**config.mk**
```make
export PLATFORM = sky130hd
export DESIGN_NAME = ascii_radio_frame_deframer
export DESIGN_NICKNAME = d
export VERILOG_FILES = /design/src/rtl/rfd_pkg.sv /design/src/rtl/rfd_parser.sv /design/src/rtl/rfd_outq.sv /design/src/rtl/ascii_radio_frame_deframer.sv
export SDC_FILE = /design/constraint.sdc
export NUM_CORES = 2
export LEC_CHECK = 0
export BUFFER_PORTS_ARGS = -buffer_cell sky130_fd_sc_hd__buf_2
export CORE_MARGIN = 5
export CORE_UTILIZATION = 55
export DETAILED_ROUTE_END_ITERATION = 6
export PLACE_DENSITY = 0.76
export SLEW_MARGIN = 20
export SYNTH_ARGS = -nofsm -noshare
export SYNTH_HDL_FRONTEND = slang
export SYNTH_SLANG_ARGS = --single-unit
export TNS_END_PERCENT = 1
```
**constraint.sdc**
```tcl
create_clock -name clk -period 11.4 [get_ports clk]
set_input_delay 2.85 -clock clk [delete_from_list [all_inputs] [get_ports clk]]
set_output_delay 2.85 -clock clk [all_outputs]
set_load 0.05 [all_outputs]
```
**src/rtl/rfd_pkg.sv**
```systemverilog
`timescale 1ns / 1ps
package rfd_pkg;

  localparam logic [7:0] HDR_LEN       = 8'd48;
  localparam logic [7:0] LEN_FIELD_POS = 8'd38;
  localparam logic [7:0] POS_MAX       = 8'd255;
  localparam logic [7:0] OPEN_MARK     = 8'h3C;
  localparam logic [7:0] CLOSE_MARK    = 8'h3E;

  // digit parser phases
  localparam logic [1:0] PH_SKIP   = 2'd0;
  localparam logic [1:0] PH_DIGITS = 2'd1;
  localparam logic [1:0] PH_DONE   = 2'd2;

  // result queue size
  localparam logic [1:0] QDEPTH = 2'd3;

  localparam int unsigned FIELDS_W = 297;
  localparam int unsigned TDATA_W  = 304;

  // first member lands in the top bits; payload_byte ends up in the lowest bits
  typedef struct packed {
    logic [63:0] reserved_bytes;
    logic [47:0] repeater_id_low;
    logic [47:0] repeater_id_high;
    logic [47:0] chip_id_low;
    logic [47:0] chip_id_high;
    logic [6:0]  payload_length;
    logic        encrypted_flag;
    logic [16:0] sequence_count;
    logic [6:0]  message_type;
    logic        frame_valid;
    logic [7:0]  payload_byte;
  } rfd_fields_t;

  typedef struct packed {
    logic        is_summary;
    rfd_fields_t fields;
  } rfd_result_t;

  // up to two results per request, in order
  typedef struct packed {
    logic [1:0]  count;
    rfd_result_t first;
    rfd_result_t second;
  } rfd_push_t;

  typedef struct packed {
    logic [1:0]  phase;
    logic [16:0] acc;
  } rfd_dec_t;

  function automatic logic rfd_is_digit(input logic [7:0] b);
    rfd_is_digit = (b >= 8'h30) && (b <= 8'h39);
  endfunction

  function automatic logic rfd_is_blank(input logic [7:0] b);
    rfd_is_blank = (b == 8'h20) || ((b >= 8'h09) && (b <= 8'h0D));
  endfunction

  // one character of an atoi-style decimal field
  function automatic rfd_dec_t rfd_dec_step(input logic [16:0] acc, input logic [1:0] phase,
                                            input logic [7:0] b);
    rfd_dec_t   r;
    logic [16:0] d;
    d       = {13'd0, b[3:0]};
    r.phase = phase;
    r.acc   = acc;
    if (phase == PH_SKIP) begin
      if (rfd_is_digit(b)) begin
        r.phase = PH_DIGITS;
        r.acc   = d;
      end else if (!rfd_is_blank(b)) begin
        r.phase = PH_DONE;
      end
    end else if (phase == PH_DIGITS) begin
      if (rfd_is_digit(b)) begin
        r.acc = (acc << 3) + (acc << 1) + d;
      end else begin
        r.phase = PH_DONE;
      end
    end
    return r;
  endfunction

endpackage

```
**src/rtl/rfd_parser.sv**
```systemverilog
`timescale 1ns / 1ps
module rfd_parser
  import rfd_pkg::*;
(
  input  logic        clk,
  input  logic        rst_n,
  input  logic        cfg_wen,
  input  logic [47:0] cfg_wdata,
  input  logic        accept,
  input  logic [7:0]  rx_byte,
  input  logic        is_last,
  output rfd_push_t   push
);

  logic [47:0] chan_r;
  logic [7:0]  pos_r, pos_nxt;
  logic        hm_r, hm_nxt;
  logic [16:0] cnt_r, cnt_nxt;
  logic [6:0]  typ_r, typ_nxt;
  logic [6:0]  len_r, len_nxt;
  logic [1:0]  ph_r, ph_nxt;
  logic        enc_r, enc_nxt;
  logic [47:0] id_r [4];
  logic [47:0] id_nxt [4];
  logic [63:0] res_r, res_nxt;

  logic [5:0]  chan_base;
  logic [7:0]  want;
  logic [1:0]  idw;
  logic [7:0]  total;
  logic        frame_ok;
  logic        in_payload;
  rfd_dec_t    dec;
  rfd_result_t pay_res, sum_res;

  assign chan_base  = {3'(3'd5 - pos_r[2:0]), 3'b000};
  assign want       = chan_r[chan_base +: 8];
  assign in_payload = (pos_r >= HDR_LEN);
  assign total      = (pos_r == POS_MAX) ? pos_r : 8'(pos_r + 8'd1);
  assign frame_ok   = hm_r && in_payload && ({1'b0, len_r} == 8'(total - HDR_LEN));

  always_comb begin
    priority if (pos_r < 8'd12) idw = 2'd0;
    else if (pos_r < 8'd18)     idw = 2'd1;
    else if (pos_r < 8'd24)     idw = 2'd2;
    else                        idw = 2'd3;
  end

  always_comb begin
    pos_nxt = pos_r;
    hm_nxt  = hm_r;
    cnt_nxt = cnt_r;
    typ_nxt = typ_r;
    len_nxt = len_r;
    ph_nxt  = ph_r;
    enc_nxt = enc_r;
    res_nxt = res_r;
    for (int i = 0; i < 4; i++) id_nxt[i] = id_r[i];
    dec = '0;

    if (accept) begin
      if (pos_r < 8'd6) begin
        if (rx_byte != want) hm_nxt = 1'b0;
        if (pos_r == 8'd0 && rx_byte != OPEN_MARK) hm_nxt = 1'b0;
        if (pos_r == 8'd5 && rx_byte != CLOSE_MARK) hm_nxt = 1'b0;
      end else if (pos_r < 8'd30) begin
        id_nxt[idw] = {id_r[idw][39:0], rx_byte};
      end else if (pos_r < 8'd35) begin
        // sequence counter, restart at its first byte
        if (pos_r == 8'd30) dec = rfd_dec_step(17'd0, PH_SKIP, rx_byte);
        else                dec = rfd_dec_step(cnt_r, ph_r, rx_byte);
        cnt_nxt = dec.acc;
        ph_nxt  = dec.phase;
      end else if (pos_r == 8'd35) begin
        enc_nxt = rfd_is_digit(rx_byte) && (rx_byte != 8'h30);
      end else if (pos_r < LEN_FIELD_POS) begin
        if (pos_r == 8'd36) dec = rfd_dec_step(17'd0, PH_SKIP, rx_byte);
        else                dec = rfd_dec_step({10'd0, typ_r}, ph_r, rx_byte);
        typ_nxt = dec.acc[6:0];
        ph_nxt  = dec.phase;
      end else if (pos_r < 8'd40) begin
        if (pos_r == LEN_FIELD_POS) dec = rfd_dec_step(17'd0, PH_SKIP, rx_byte);
        else                        dec = rfd_dec_step({10'd0, len_r}, ph_r, rx_byte);
        len_nxt = dec.acc[6:0];
        ph_nxt  = dec.phase;
      end else if (!in_payload) begin
        res_nxt = {res_r[55:0], rx_byte};
      end

      if (pos_r != POS_MAX) pos_nxt = 8'(pos_r + 8'd1);

      // drop packet state after the final byte
      if (is_last) begin
        pos_nxt = '0;
        hm_nxt  = 1'b1;
        cnt_nxt = '0;
        typ_nxt = '0;
        len_nxt = '0;
        ph_nxt  = PH_SKIP;
        enc_nxt = 1'b0;
        res_nxt = '0;
        for (int i = 0; i < 4; i++) id_nxt[i] = '0;
      end
    end
  end

  always_comb begin
    pay_res                     = '0;
    pay_res.fields.payload_byte = rx_byte;

    sum_res            = '0;
    sum_res.is_summary = 1'b1;
    if (frame_ok) begin
      sum_res.fields.frame_valid      = 1'b1;
      sum_res.fields.message_type     = typ_r;
      sum_res.fields.sequence_count   = cnt_r;
      sum_res.fields.encrypted_flag   = enc_r;
      sum_res.fields.payload_length   = len_r;
      sum_res.fields.chip_id_high     = id_r[0];
      sum_res.fields.chip_id_low      = id_r[1];
      sum_res.fields.repeater_id_high = id_r[2];
      sum_res.fields.repeater_id_low  = id_r[3];
      sum_res.fields.reserved_bytes   = res_r;
    end

    push.count  = accept ? 2'({1'b0, in_payload} + {1'b0, is_last}) : 2'd0;
    push.first  = in_payload ? pay_res : sum_res;
    push.second = sum_res;
  end

  always_ff @(posedge clk) begin
    if (!rst_n) begin
      chan_r <= '0;
      pos_r  <= '0;
      hm_r   <= 1'b1;
      cnt_r  <= '0;
      typ_r  <= '0;
      len_r  <= '0;
      ph_r   <= PH_SKIP;
      enc_r  <= 1'b0;
      res_r  <= '0;
      for (int i = 0; i < 4; i++) id_r[i] <= '0;
    end else begin
      if (cfg_wen) chan_r <= cfg_wdata;
      pos_r <= pos_nxt;
      hm_r  <= hm_nxt;
      cnt_r <= cnt_nxt;
      typ_r <= typ_nxt;
      len_r <= len_nxt;
      ph_r  <= ph_nxt;
      enc_r <= enc_nxt;
      res_r <= res_nxt;
      for (int i = 0; i < 4; i++) id_r[i] <= id_nxt[i];
    end
  end

`ifndef SYNTHESIS
  a_last_clears: assert property (@(posedge clk) disable iff (!rst_n)
    accept && is_last |=> pos_r == 8'd0 && hm_r)
    else $error("packet state not cleared after final byte");

  a_pos_saturates: assert property (@(posedge clk) disable iff (!rst_n)
    accept && !is_last && pos_r == POS_MAX |=> pos_r == POS_MAX)
    else $error("byte position wrapped past saturation");
`endif

endmodule

```
**src/rtl/rfd_outq.sv**
```systemverilog
`timescale 1ns / 1ps
module rfd_outq
  import rfd_pkg::*;
(
  input  logic        clk,
  input  logic        rst_n,
  input  rfd_push_t   push,
  output logic        room,
  output logic        head_valid,
  input  logic        head_ready,
  output rfd_result_t head
);

  rfd_result_t slot_r [3];
  logic [1:0]  wr_r, wr_nxt;
  logic [1:0]  rd_r, rd_nxt;
  logic [1:0]  cnt_r, cnt_nxt;
  logic [1:0]  wr_p1;
  logic        pop;

  function automatic logic [1:0] inc3(input logic [1:0] p);
    inc3 = (p == QDEPTH - 2'd1) ? 2'd0 : 2'(p + 2'd1);
  endfunction

  assign wr_p1      = inc3(wr_r);
  assign head_valid = (cnt_r != 2'd0);
  assign head       = slot_r[rd_r];
  assign pop        = head_valid && head_ready;
  // room for two results regardless of this cycle's pop
  assign room       = (cnt_r <= 2'd1);

  always_comb begin
    wr_nxt  = wr_r;
    if (push.count == 2'd1) wr_nxt = wr_p1;
    if (push.count == 2'd2) wr_nxt = inc3(wr_p1);
    rd_nxt  = pop ? inc3(rd_r) : rd_r;
    cnt_nxt = 2'(cnt_r + push.count - {1'b0, pop});
  end

  always_ff @(posedge clk) begin
    if (push.count != 2'd0) slot_r[wr_r] <= push.first;
    if (push.count == 2'd2) slot_r[wr_p1] <= push.second;
  end

  always_ff @(posedge clk) begin
    if (!rst_n) begin
      wr_r  <= '0;
      rd_r  <= '0;
      cnt_r <= '0;
    end else begin
      wr_r  <= wr_nxt;
      rd_r  <= rd_nxt;
      cnt_r <= cnt_nxt;
    end
  end

`ifndef SYNTHESIS
  a_no_overflow: assert property (@(posedge clk) disable iff (!rst_n)
    ({1'b0, cnt_r} + {1'b0, push.count}) <= 3'd3)
    else $error("result queue overflow");

  a_pop_drains: assert property (@(posedge clk) disable iff (!rst_n)
    pop && push.count == 2'd0 |=> cnt_r == 2'($past(cnt_r) - 2'd1))
    else $error("queue count did not drop on pop");
`endif

endmodule

```
**src/rtl/ascii_radio_frame_deframer.sv**
```systemverilog
`timescale 1ns / 1ps
// ASCII radio frame deframer.
// in_*  : one received packet byte per request, in_tlast on the final byte.
// out_* : results; out_tuser = 0 carries a payload byte (packet byte 48 on),
//         out_tuser = 1 carries the end of packet summary with the decoded
//         48-byte header (all zero but the flag when a check fails).
// cfg_* : the six-byte channel id expected at the frame start, byte 0 in the
//         top bits; write it while no packet is in flight.
// Each request is parsed in the cycle it is accepted and its results are
// registered in a three-entry result queue, from whose head they show on
// out_*. One byte is taken every cycle while the receiver keeps up; a final
// byte inside the payload yields two results (payload then summary), and the
// queue then drops in_tready while the extra result drains.
// When the receiver stalls, held results stay on out_* and in_tready falls
// once two results are waiting, so nothing is lost.
// Reset clears the packet parser, the channel id and the result queue; the
// block takes requests as soon as reset is released.
module ascii_radio_frame_deframer
  import rfd_pkg::*;
(
  input  logic                 clk,
  input  logic                 rst_n,
  // configuration
  input  logic                 cfg_wen,
  input  logic [47:0]          cfg_wdata,
  // input stream
  input  logic                 in_tvalid,
  output logic                 in_tready,
  input  logic [7:0]           in_tdata,    // [7:0] rx_byte
  input  logic                 in_tlast,    // is_last
  // result stream
  output logic                 out_tvalid,
  input  logic                 out_tready,
  // [7:0] payload_byte, [8] frame_valid, [15:9] message_type,
  // [32:16] sequence_count, [33] encrypted_flag, [40:34] payload_length,
  // [88:41] chip_id_high, [136:89] chip_id_low, [184:137] repeater_id_high,
  // [232:185] repeater_id_low, [296:233] reserved_bytes, [303:297] zero
  output logic [TDATA_W-1:0]   out_tdata,
  output logic                 out_tuser    // is_summary
);

  logic        accept;
  rfd_push_t   push;
  logic        room;
  rfd_result_t head;

  // advance the parser only on an accepted request
  assign in_tready = room;
  assign accept    = in_tvalid && in_tready;

  rfd_parser u_parser (
    .clk       (clk),
    .rst_n     (rst_n),
    .cfg_wen   (cfg_wen),
    .cfg_wdata (cfg_wdata),
    .accept    (accept),
    .rx_byte   (in_tdata),
    .is_last   (in_tlast),
    .push      (push)
  );

  // hold results here until the receiver takes them
  rfd_outq u_outq (
    .clk        (clk),
    .rst_n      (rst_n),
    .push       (push),
    .room       (room),
    .head_valid (out_tvalid),
    .head_ready (out_tready),
    .head       (head)
  );

  assign out_tdata = {(TDATA_W - FIELDS_W)'(0), head.fields};
  assign out_tuser = head.is_summary;

`ifndef SYNTHESIS
  a_payload_only_fields: assert property (@(posedge clk) disable iff (!rst_n)
    out_tvalid && !out_tuser |-> out_tdata[TDATA_W-1:8] == '0)
    else $error("payload result carries header fields");

  a_invalid_summary_zero: assert property (@(posedge clk) disable iff (!rst_n)
    out_tvalid && out_tuser && !out_tdata[8] |-> out_tdata == '0)
    else $error("failed summary carries nonzero fields");
`endif

endmodule
```
==> results.toml <==
[detailed_routing]
antenna_left = 0
drt_first_iter_violations = 3928
drcViolationCount = 0
vias = 37500
firstDrtPassIters = 6
wl_per_cell_um = 22.2
via_per_inst = 5.85
wl_um = 142000

[placed_design]
port_buffers = 361
gp_congestion = 0.851
dp.final_hpwl_um = 82500

[cts]
cts_sinks = 1249
htreeDepth = 3
cts_buffers = 121
insertion_delay_ps = 720
post_cts_resized = 0
post_cts_buffers = 0
root_buffer = "clkbuf_16"
postCtsHoldBufs = 0
cts_tree = "done"
clk_path_buf_depth = 3
clk_pin_slew_worst_paths_ps = 60

[pwr]
netSwitchingFraction = 0.314
p_per_area_nw_per_um2 = 186
share_comb_of_total_power = 0.200
leakagePower_nw = 22.3
p_sw_w = 0.00359
vdd_drop_max_uv = 140
pwr-share-seq = 0.442
clkPwrFrac = 0.358
p_int_w = 0.00784

[timing]
finalCritPeriodShare = 0.615
grt_setup_unrepaired = "false"
worstMarginPinSlew_ps = 1730
setup_viol_count_final = 0
min_period_ps = 7010
hold_viol = 0
maxSlewHeadroom = -0.150
drv_slew = 93
tns_ps = 0
fmax_mhz = 143
finClkSkew_ps = 34.9

[global_route]
overflow = 0
grt_usage = 0.259
antenna_found_initial = 5
grt_pass1_wl_um = 218000
grt_max_degree = 237
grt_pass1_vias = 36600

[die]
die_w_um = 326
coreArea_um2 = 99700
dieArea_um2 = 106000
num_io_pins = 369
initial_core_util = 0.551
rows = 116
die_h_um = 326

[flow_run]
max-cap-violations = 0

[setup_path]
end_kind = "output port"
path_class = "flip-flop to output port"
cp.arrival_ps = 4160
path_buf_inv = 3
critPathTopFamily = "buffers and inverters"
worst-path-stages = 5
reg2regPathDepth = 16
slowest_delay_ps = 930
cp_cell_sequence = "buf_4 -> buf_4 -> mux2i_1 -> o21ai_0 -> buf_2"
cp_common_cell = "buf_4"
crit_fanout = 55
crit_required_ps = 8550
crit_path_top_delay_cell = "buf_4"
cp-start-kind = "flip-flop"

[run_status]
failed_checks = "max-slew violations"
status = "complete, but fails checks"

[layout]
areaGrowthSynthToFinish_pct = 12.1
drive_above_1_share = 0.126
multi_input_area_um2 = 19800
postLayoutCoreUtil = 0.618
fillers = 7740
regArea_um2 = 33700
nets = 5124

[synth]
synth_async_sr_flop_share = 0
synth_seq_cells = 1249
synth-edff-count = 867
netlist_area_um2 = 55000
ys_types = 71
synth_top_cell_area_share = 0.474
synth-seq-area-share = 0.613
syn_inst = 4839
yosysWarnings = 0
ys.flop_type = "edfxtp_1"
ys_top_cells_by_area = "edfxtp_1 (47%), dfxtp_1 (14%), and2_1 (9.9%)"
yosysTopAreaCell = "edfxtp_1"
avgSynthCellArea_um2 = 11.4

[worst_hold_path]
worstHoldPathCells = 2
hp-class = "flip-flop to flip-flop"
worst paths after layout:
check	from	endpoint	slack, ps
worst min register to register	u_outq.slot_r[1][297]	u_outq.slot_r[1][297]	460
worst max-delay path	flip-flop	out_tdata[282]	4390
worst min-delay path	u_outq.slot_r[1][297]	u_outq.slot_r[1][297]	460
worst max register to register	u_parser.pos_r[1]	u_outq.slot_r[1][104]	5820
power by group through the flow:
stage | clock network [W] | registers [W] | logic, W
2_1_floorplan | 0 | 0.00516 | 0.00169
3_3_place_gp | 0 | 0.00515 | 0.00230
3_5_place_dp | 0 | 0.00515 | 0.00231
4_1_cts | 0.00413 | 0.00506 | 0.00231
5_1_grt | 0.00433 | 0.00507 | 0.00239
6_report | 0.00409 | 0.00505 | 0.00229
per-layer routing:
layer | wire length, µm | vias up | global-route usage
met3 | 11700 | 242 | 0.0484
met2 | 69300 | 1526 | 0.436
met5 | 27 | - | 0
met4 | 3800 | 4 | 0.0766
li1 | - | 17400 | -
met1 | 57400 | 18400 | 0.347
cell usage after synthesis, types with 4 or more instances:
library cell    n
nand2b_1       12
fa_1            6
o21a_1          4
or2_2           4
buf_2          36
xnor2_1        30
mux4_2          6
nor3_1         77
o22ai_1        42
buf_4          14
nor2b_1         8
and2_1        872
dfxtp_1       382
inv_1          28
nand2_1       421
o21ai_1         6
a21o_1         14
clkbuf_2       41
a22oi_1       198
o21ai_0       329
nor4_1          7
a211oi_1        7
or3_1          12
ha_1           51
a31oi_1        16
edfxtp_1      867
xor2_1         21
buf_1          30
a21oi_1       140
o41ai_1         4
nor2_1        376
nand3b_1        8
clkbuf_1      250
nand3_1        83
mux2i_1       358
nand4_1         5
a22o_1         24
cells by family after synthesis:
group                    after synthesis  synth area share
AND/OR/NAND/NOR                     1907             0.178
flip-flops                          1249             0.613
AO/OA/AOI/OAI                        808            0.0885
buffers and inverters                399            0.0300
multiplexers                         367            0.0683
adder cells (fa/ha/maj)               57            0.0138
XOR/XNOR                              51           0.00813
other                                  1         0.0000682
stage by stage:
stage,setup WS (ps),power [W],hold WS [ps],std cells,area (µm²)
global placement,4020,0.00744,437,6180,57400
CTS,4190,0.0115,457,6412,61600
floorplan,241,0.00685,425,4845,55000
global route,4140,0.0118,489,6413,61600
finish,4390,0.0114,455,6414,61600
detailed placement,3950,0.00746,447,6180,57500
layout by cell type (no fill, tap or decap), types with 6 or more instances in the layout:
cell type    n
a211oi_1     7
a21o_1      14
mux4_2       6
inv_1       23
o21ai_0    329
edfxtp_1   867
nand3b_1     8
nor2b_1      8
dfxtp_1    380
nand2b_1    12
fa_1         6
and2_1     872
clkbuf_1    32
o22ai_1     42
nor2_4       6
buf_4       41
nor2_1     372
xor2_1      21
nor4_1       6
clkinv_2    24
mux2i_1    358
bufinv_16    8
nand3_1     83
ha_1        51
a22o_1      24
or3_1       10
nor3_2       6
nand2_1    420
conb_1       7
clkinv_1    12
clkbuf_8    17
clkbuf_16  128
nor3_1      73
xnor2_1     30
a21oi_1    139
a22oi_1    198
a31oi_1     16
buf_12       6
buf_2      361
worst min-delay path: stages (launching register included):
cell	delay, ps
dfxtp_1	310
inv_1	50
a21oi_1	50
registers in the layout, indices dropped and copies added (netlist names), 7 cells and up, named ones only:
register,flops
u_outq.slot_r,894
u_parser.id_r,192
u_parser.res_r,64
u_parser.chan_r,48
u_parser.cnt_r,17
u_parser.pos_r,8
u_parser.len_r,7
u_parser.typ_r,7
layout make-up:
type                            instances  area share
Inverter                               28     0.00219
Antenna cell                            2   0.0000813
Clock buffer                          178      0.0578
Tap cell                             1298      0.0264
Multi-Input combinational cell       3197       0.321
Clock inverter                         54     0.00910
Sequential cell                      1249       0.547
Timing Repair Buffer                  408      0.0363
No activity file was read; power rests on OpenSTA's default activity.
